[config.mk]
export PLATFORM = sky130hd
export DESIGN_NAME = aba_ctrl
export DESIGN_NICKNAME = d
export VERILOG_FILES = /design/src/rtl/aba_pkg.sv /design/src/rtl/aba_ctrl.sv
export SDC_FILE = /design/constraint.sdc
export NUM_CORES = 1
export LEC_CHECK = 0
export ABC_AREA = 0
export CAP_MARGIN = 5
export CORE_AREA = 2 2 39 41
export DETAILED_ROUTE_END_ITERATION = 6
export DIE_AREA = 0 0 41 43
export DONT_BUFFER_PORTS = 1
export HOLD_SLACK_MARGIN = 0.12
export PLACE_DENSITY = 0.42
export SLEW_MARGIN = 20
export SYNTH_ARGS = -nofsm -noshare
export SYNTH_HDL_FRONTEND = slang
export SYNTH_SLANG_ARGS = --single-unit
[constraint.sdc]
create_clock -name aclk -period 2 [get_ports aclk]
set_input_delay 0.4 -clock aclk [delete_from_list [all_inputs] [get_ports aclk]]
set_output_delay 0.4 -clock aclk [all_outputs]
set_load 0.03 [all_outputs]
[src/rtl/aba_pkg.sv]
// ----------------------------------------------------------------------------
// ASID bitmap allocator package
// Sizes, codes and shared types of the allocator.
// ----------------------------------------------------------------------------
package aba_pkg;

    localparam int NUM_IDS = 65536;
    localparam int ID_W    = 16;
    localparam int WORD_W  = 64;
    localparam int BIT_W   = $clog2(WORD_W);
    localparam int WORDS   = NUM_IDS / WORD_W;
    localparam int WADDR_W = $clog2(WORDS);
    localparam int CNT_W   = WADDR_W + 1;

    localparam logic OP_ALLOC = 1'b0;
    localparam logic OP_FREE  = 1'b1;

    typedef enum logic [2:0] {
        ST_CLEAR,
        ST_IDLE,
        ST_SCAN,
        ST_FREE,
        ST_DONE
    } aba_state_t;

    typedef struct packed {
        logic            opcode;
        logic [ID_W-1:0] asid_in;
    } aba_in_t;

    typedef struct packed {
        logic [ID_W-1:0] asid_out;
        logic            ok;
        logic            tlb_invalidate;
        logic [ID_W-1:0] invalidate_asid;
    } aba_out_t;

    typedef struct packed {
        logic clr;
        logic load;
        logic scan;
        logic free;
        logic out_load;
    } aba_cmd_t;

    typedef struct packed {
        logic clr_last;
        logic hit;
        logic exhausted;
    } aba_sts_t;

endpackage

[src/rtl/aba_ctrl.sv]
// ----------------------------------------------------------------------------
// ASID bitmap allocator controller
// Sequences the clearing pass, the bitmap scan, the free update and the
// handoff of each result to the output register.
// ----------------------------------------------------------------------------
module aba_ctrl import aba_pkg::*; (
    input  logic     aclk,
    input  logic     aresetn,
    input  logic     s_valid,
    input  logic     s_opcode,
    output logic     s_ready,
    output logic     m_valid,
    input  logic     m_ready,
    input  aba_sts_t sts,
    output aba_cmd_t cmd
);

    aba_state_t state_reg, state_next;
    logic       out_valid_reg, out_valid_next;

    always_ff @(posedge aclk) begin
        if (!aresetn) begin
            state_reg     <= ST_CLEAR;
            out_valid_reg <= 1'b0;
        end else begin
            state_reg     <= state_next;
            out_valid_reg <= out_valid_next;
        end
    end

    always_comb begin
        state_next = state_reg;
        cmd        = '0;
        s_ready    = 1'b0;
        case (state_reg)
            ST_CLEAR: begin
                cmd.clr = 1'b1;
                if (sts.clr_last) begin
                    state_next = ST_IDLE;
                end
            end
            ST_IDLE: begin
                s_ready = 1'b1;
                if (s_valid) begin
                    cmd.load   = 1'b1;
                    state_next = (s_opcode == OP_ALLOC) ? ST_SCAN : ST_FREE;
                end
            end
            ST_SCAN: begin
                cmd.scan = 1'b1;
                if (sts.hit || sts.exhausted) begin
                    state_next = ST_DONE;
                end
            end
            ST_FREE: begin
                cmd.free   = 1'b1;
                state_next = ST_DONE;
            end
            ST_DONE: begin
                if (!out_valid_reg || m_ready) begin
                    cmd.out_load = 1'b1;
                    state_next   = ST_IDLE;
                end
            end
            default: begin
                state_next = ST_CLEAR;
            end
        endcase
    end

    always_comb begin
        if (cmd.out_load) begin
            out_valid_next = 1'b1;
        end else if (m_ready) begin
            out_valid_next = 1'b0;
        end else begin
            out_valid_next = out_valid_reg;
        end
    end

    assign m_valid = out_valid_reg;

endmodule

# Word-level counts from Yosys, hierarchy flattened
# Index checks and enable logic that the tools add are counted.
[totals]
register_bits = 4
latch_bits = 0
mem_bits_rw = 0
mem_bits_ro = 0
input_bits = 8
output_inout_bits = 7
wordCells = 32
memories = 0
[classes]
add_sub_neg = 0
multipliers = 0
div_mod_pow = 0
n_lt_le_gt_ge = 0
n_eq_ne = 8
shift = 0
n_mux = 16
n_bitwise = 0
n_reduce_logical = 6
[op_table]
columns = ["operator", "count"]
rows = [
  ["one-hot mux 3 bit (5 select lines)", 1],
  ["2-to-1 mux 3 bit", 4],
  ["2-to-1 mux 1 bit", 11],
  ["inequality test 2 bit, second input constant", 4],
  ["== test 3 x 2 -> 1 bit, second input constant", 2],
  ["AND reduction 4 bit", 1],
  ["== test 3 x 1 -> 1 bit, second input constant", 1],
  ["== test 3 bit, second input constant", 1],
  ["zero test 3 bit", 1],
  ["logical OR 1 bit", 2],
  ["nonzero test 2 bit", 1],
  ["zero test 1 bit", 1],
]

# Logic depth before layout (Yosys ltp)
# Gate-level depths: netlist of the first run.
[logic_depth]
depth_word = 5
ltp_mapped = 3
ltp_nobuf = 3

# Worst setup path before layout of the first run
# OpenSTA, ideal clock, no wires.
[synth_timing]
kind = "register to output"
startpoint = "reg state_reg[0]"
endpoint = "out cmd[3] in the netlist's numbering"
t_arrival_ns = 1.596
required_ns = 1.600
slack_ns = 0.004
stages_incl_launch_ff = 4
n_path_buf = 0
cell_sequence = "dfxtp_1 > inv_1 > nor3_1 > and2_1"
[synth_lines]
columns = ["item", "line_no", "rtl"]
rows = [
  ["start, declared", "aba_ctrl.sv:18", "aba_state_t state_reg, state_next;"],
  ["start signal, assigned", "aba_ctrl.sv:26", "state_reg <= state_next;"],
  ["end, declared", "aba_ctrl.sv:15", "output aba_cmd_t cmd"],
]

==> results of run 1 <==
-- report_power, final --
part | internal (mW) | leakage (nW) | total [mW] | switching [mW]
Combinational | 0.0183 | 0.0782 | 0.0443 | 0.0260
Sequential | 0.0839 | 0.0326 | 0.0900 | 0.00616
Clock | 0.0671 | 0.0138 | 0.100 | 0.0332
-- cell families (layout without fill, tap and decap cells) --
family,Yosys count,count (layout),share of synthesized area [%]
AND/OR/NAND/NOR,16,16,40.4
AO/OA/AOI/OAI,6,6,18.0
flip-flops,4,4,35.0
buffers and inverters,3,9,6.56
-- worst max path at each step --
stage / startpoint / endpoint / slack (ns) / cells past startpoint
finish: state_reg[2] / cmd[0] / 0.23 / 3
global placement: state_reg[2] / cmd[0] / 0.45 / 3
CTS: state_reg[2] / cmd[0] / 0.20 / 3
detailed placement: state_reg[2] / cmd[0] / 0.46 / 3
floorplan: state_reg[0] / cmd[3] / 0.004 / 3
global route: state_reg[2] / cmd[0] / 0.11 / 3
-- per-layer routing --
layer  part of all wire (%)  global-route usage, %  vias up
li1                       -                      -      113
met1                     37                   7.05      103
met2                     52                   10.9        6
met3                    7.2                   6.28        2
met4                    3.7                   8.00        0
met5                      0                      0        -
-- cells in the mapped netlist (all sizes together), types with 2 or more instances --
master and n:
inv 2, dfxtp 4, and2 2, nor3 3
a21oi 2, a211o 2, nand2b 3, nor2 4
-- layout by cell type, fill, tap and decap left out, drive strengths merged --
cell type / count
o22ai: 1
a21oi: 2
a21boi: 1
clkbuf: 3
a211o: 2
and3b: 1
nand2b: 3
nor2: 4
buf: 4
nor2b: 1
or3b: 1
dfxtp: 4
nor3b: 1
inv: 2
nor3: 3
and2: 2
-- stage by stage --
| stage | instance area [um2] | utilization, % | cells | setup WS, ns | hold slack (ns) |
|---|---|---|---|---|---|
| after floorplan | 229 | - | 29 | 0.00399 | 0.508 |
| after global placement | 272 | 19.6 | 48 | 0.449 | 0.532 |
| after detailed placement | 272 | 19.6 | 48 | 0.460 | 0.527 |
| after CTS | 294 | 21.2 | 51 | 0.199 | 0.284 |
| after global routing | 294 | 21.2 | 51 | 0.112 | 0.284 |
| final | 294 | 21.2 | 51 | 0.234 | 0.285 |
-- worst max-delay path, delay by kind of cell, from the launching register on --
kind,cells,cell delay (ns)
buffers and inverters,1,0.17
flip-flops,1,0.43
AND/OR/NAND/NOR,2,0.53
-- area by class of cell --
type / count / share of cell area [%]
tap: 16 / 6.81
clock buffer: 3 / 7.66
timing repair buffer: 4 / 10.2
sequential: 4 / 27.2
inverter: 2 / 2.55
multi-input combinational: 22 / 45.5
==> results.py, run 1 <==
metrics = {
    "logic_synthesis": {
        "synth_edf_count": 0,
        "ys_seq_elements": 4,
        "ys_types": 15,
        "syn_inst": 29,
        "synth.net_count": 37,
        "yosysTopAreaCellShare_pct": 35.0,
        "synth-async-reset-ratio_pct": 0,
        "avgSynthCellArea_um2": 7.90,
        "ys_warn_count": 0,
        "synth_area_leaders": "dfxtp_1 35%, nand2b_1 8.2%, a211o_1 7.7%, nor3_1 6.6%, nor2_1 6.6%",
        "synth-main-ff-cell": "dfxtp_1",
        "netlist_area_um2": 229,
        "synth_top_area_cell": "dfxtp_1",
        "ys_seq_area_share_pct": 35.0,
    },
    "floorplan": {
        "die_x_um": 41,
        "die_y_um": 43,
        "num_rows": 14,
        "core-area_um2": 1380,
        "die_area_um2": 1760,
        "initial_core_util_pct": 16.5,
        "io_pins": 15,
    },
    "power_and_ir_drop": {
        "power_mw": 0.235,
        "ir_drop_v": 0.000203,
        "powerDensity_nw_per_um2": 798,
        "power.leakage_nw": 0.125,
    },
    "route": {
        "via_per_inst": 4.39,
        "vias": 224,
        "wl_per_cell_um": 10.1,
        "drt_wl_total_um": 517,
        "drtIter0Drc": 1,
        "ant_nets": 0,
        "drc": 0,
        "first_pass_iters": 2,
    },
    "sta": {
        "worstMarginPinSlew_ns": 0.562,
        "slew_headroom_pct": 62.4,
        "fin_crit_sh_pct": 88.3,
        "finalCriticalPeriod_ns": 1.77,
        "fmax_mhz": 566,
        "slew_viol_final": 0,
        "hold_violations": 0,
        "setup_tns_ns": 0,
        "finClkSkew_ns": 0.000724,
        "rsz0062_at_grt": "false",
        "setup_viol": 0,
    },
    "grt": {
        "grt_remaining_overflow": 0,
        "antenna_found_initial": 0,
        "grt_pass1_wl_um": 862,
        "grt_max_degree": 9,
        "grt_pass1_vias": 213,
        "grt_util_all_layers_pct": 8.12,
    },
    "critical_path": {
        "crit_required_ns": 1.60,
        "worstSetupEndpointType": "output pin",
        "critical_path.max_stage_delay_ns": 0.43,
        "start_kind": "flip-flop",
        "cp.arrival_ns": 1.37,
        "reg2reg_depth": 3,
        "ff2ff_setup_slack_ns": 0.82,
        "cp_max_fo": 8,
        "timing.rr.end": "state_reg[2]",
        "crit_type": "flip-flop to output pin",
        "timing.critical_path.cells": "or3b_1, nor2_1, buf_4",
        "slowest_stage": "dfxtp_1",
        "worstReg2RegStart": "state_reg[2]",
    },
    "finish": {
        "nets": 45,
        "seq_area_um2": 80.1,
        "fillCellCount": 165,
        "multiInputGateArea_um2": 134,
        "n_antenna_cell": 0,
        "largest_reg_flops": 3,
        "area_growth_pct": 28.4,
        "drive_gt1_share_pct": 20.0,
    },
    "min_path": {
        "hold_path.class": "primary input to flip-flop",
        "min_to": "state_reg[2]",
        "hold_start": "aresetn",
        "min_path_cells": 1,
    },
    "clock_network": {
        "postCtsHoldBufs": 0,
        "cts_tree": "built",
        "clockRootBuffer": "clkbuf_4",
        "clock_sinks": 4,
        "cts_resized": 0,
        "insertion_delay_ns": 0.24,
        "cts_setup_buffers": 0,
        "cts_buffer_depth": 2,
        "clk_pin_slew_worst_paths_ns": 0.04,
        "cts_buffers": 3,
        "htreeDepth": 1,
    },
    "run": {
        "drv_cap": 0,
    },
    "placed_design": {
        "gp_congestion": 0.681,
        "port_buffers": 0,
        "dp_hpwl_um": 435,
    },
    "run_status": {
        "outcome": "finished clean",
    },
}
(Power assumes the default switching activity.)
==> run 2: changes to the inputs <==
Settings changed: CTS_CLUSTER_DIAMETER set to 80, RECOVER_POWER set to 50.
==> results.py, run 2 (synthesis results as in run 1) <==
metrics = {
    "clock_network": {
        "clockRootBuffer": "clkbuf_4",
        "cts_setup_buffers": 0,
        "cts_buffer_depth": 2,
        "cts_buffers": 3,
        "cts_tree": "built",
        "cts_resized": 0,
        "htreeDepth": 1,
        "clock_sinks": 4,
        "clk_pin_slew_worst_paths_ns": 0.04,
        "insertion_delay_ns": 0.24,
        "postCtsHoldBufs": 0,
    },
    "floorplan": {
        "initial_core_util_pct": 16.5,
        "io_pins": 15,
        "num_rows": 14,
        "die_y_um": 43,
        "core-area_um2": 1380,
        "die_x_um": 41,
        "die_area_um2": 1760,
    },
    "finish": {
        "utilization_pct": 21.2,
        "nets": 45,
        "fillCellCount": 165,
        "largest_reg_flops": 3,
        "n_antenna_cell": 0,
        "final_cell_mix": "4 x nor2_1, 4 x dfxtp_1, 4 x buf_4",
        "drive_gt1_share_pct": 20.0,
        "area_growth_pct": 28.4,
    },
    "sta": {
        "finClkSkew_ns": 0.000724,
        "setup_tns_ns": 0,
        "slew_viol_final": 0,
        "fmax_mhz": 566,
        "setup_viol": 0,
        "rsz0062_at_grt": "false",
        "hold_violations": 0,
        "finalCriticalPeriod_ns": 1.77,
        "worstMarginPinSlew_ns": 0.562,
        "fin_crit_sh_pct": 88.3,
        "slew_headroom_pct": 62.4,
    },
    "power_and_ir_drop": {
        "sw_frac_of_total_pct": 27.8,
        "switching_power_mw": 0.0653,
        "intPower_mw": 0.169,
        "p_comb_share_pct": 18.9,
        "pwr-share-seq_pct": 38.4,
        "powerDensity_nw_per_um2": 798,
        "power.leakage_nw": 0.124,
        "ir_drop_v": 0.000203,
        "power_mw": 0.235,
        "p_clk_share_pct": 42.8,
    },
    "grt": {
        "grt_remaining_overflow": 0,
        "grt_pass1_vias": 213,
        "grt_max_degree": 9,
        "grt_util_all_layers_pct": 8.12,
        "antenna_found_initial": 0,
        "grt_pass1_wl_um": 862,
    },
    "critical_path": {
        "path_buf_inv": 1,
        "crit_required_ns": 1.60,
        "critical_path.max_stage_delay_ns": 0.43,
        "cp-startpoint": "state_reg[2]",
        "crit_family": "simple AND/OR/NAND/NOR gates",
        "crit_type": "flip-flop to output pin",
        "cp_max_fo": 8,
        "cp.arrival_ns": 1.37,
        "ff2ff_setup_slack_ns": 0.82,
        "slowest_stage": "dfxtp_1",
        "worstReg2RegStart": "state_reg[2]",
        "timing.critical_path.cells": "or3b_1, nor2_1, buf_4",
        "start_kind": "flip-flop",
        "worstSetupEndpointType": "output pin",
    },
    "min_path": {
        "hold_path.class": "primary input to flip-flop",
        "hold_start": "aresetn",
    },
    "run_status": {
        "outcome": "finished clean",
    },
    "route": {
        "vias": 224,
        "first_pass_iters": 2,
        "wl_per_cell_um": 10.1,
        "ant_nets": 0,
        "drc": 0,
        "drtIter0Drc": 1,
        "via_per_inst": 4.39,
        "drt_wl_total_um": 516,
    },
    "placed_design": {
        "dp_hpwl_um": 435,
        "port_buffers": 0,
        "gp_congestion": 0.681,
    },
    "run": {
        "drv_cap": 0,
    },
}
-- run 2: per-layer routing --
layer	vias to the layer above	wire [um]	global-route usage [%]
li1	113	-	-
met1	103	189	7.05
met2	6	270	10.9
met3	2	37	6.28
met4	0	19	8.00
met5	-	0	0
-- run 2: layout make-up --
class | count | area (um2) | share of cell area [%]
flip-flops and latches | 4 | 80.1 | 27.2
clock buffers | 3 | 22.5 | 7.66
multi-input cells | 22 | 134 | 45.5
well taps | 16 | 20.0 | 6.81
inverters | 2 | 7.51 | 2.55
repair buffers | 4 | 30.0 | 10.2
-- run 2: final timing paths --
kind	to	depth (start not counted)
max	cmd[0]	3
max reg2reg	state_reg[2]	3
min	state_reg[2]	1
min reg2reg	state_reg[1]	1
-- run 2: power by group through the flow --
stage	clock [mW]	sequential [mW]	combinational, mW
2_1_floorplan	0	0.0898	0.0335
3_3_place_gp	0	0.0916	0.0448
3_5_place_dp	0	0.0915	0.0450
4_1_cts	0.103	0.0903	0.0450
5_1_grt	0.114	0.0915	0.0472
6_report	0.100	0.0900	0.0443
-- run 2: through the flow --
stage,hold WS [ns],area (um2),worst slack [ns],std cells
global route,0.292,294,0.112,51
global placement,0.532,272,0.449,48
finish,0.286,294,0.234,51
detailed placement,0.527,272,0.460,48
floorplan,0.508,229,0.00399,29
CTS,0.284,294,0.199,51
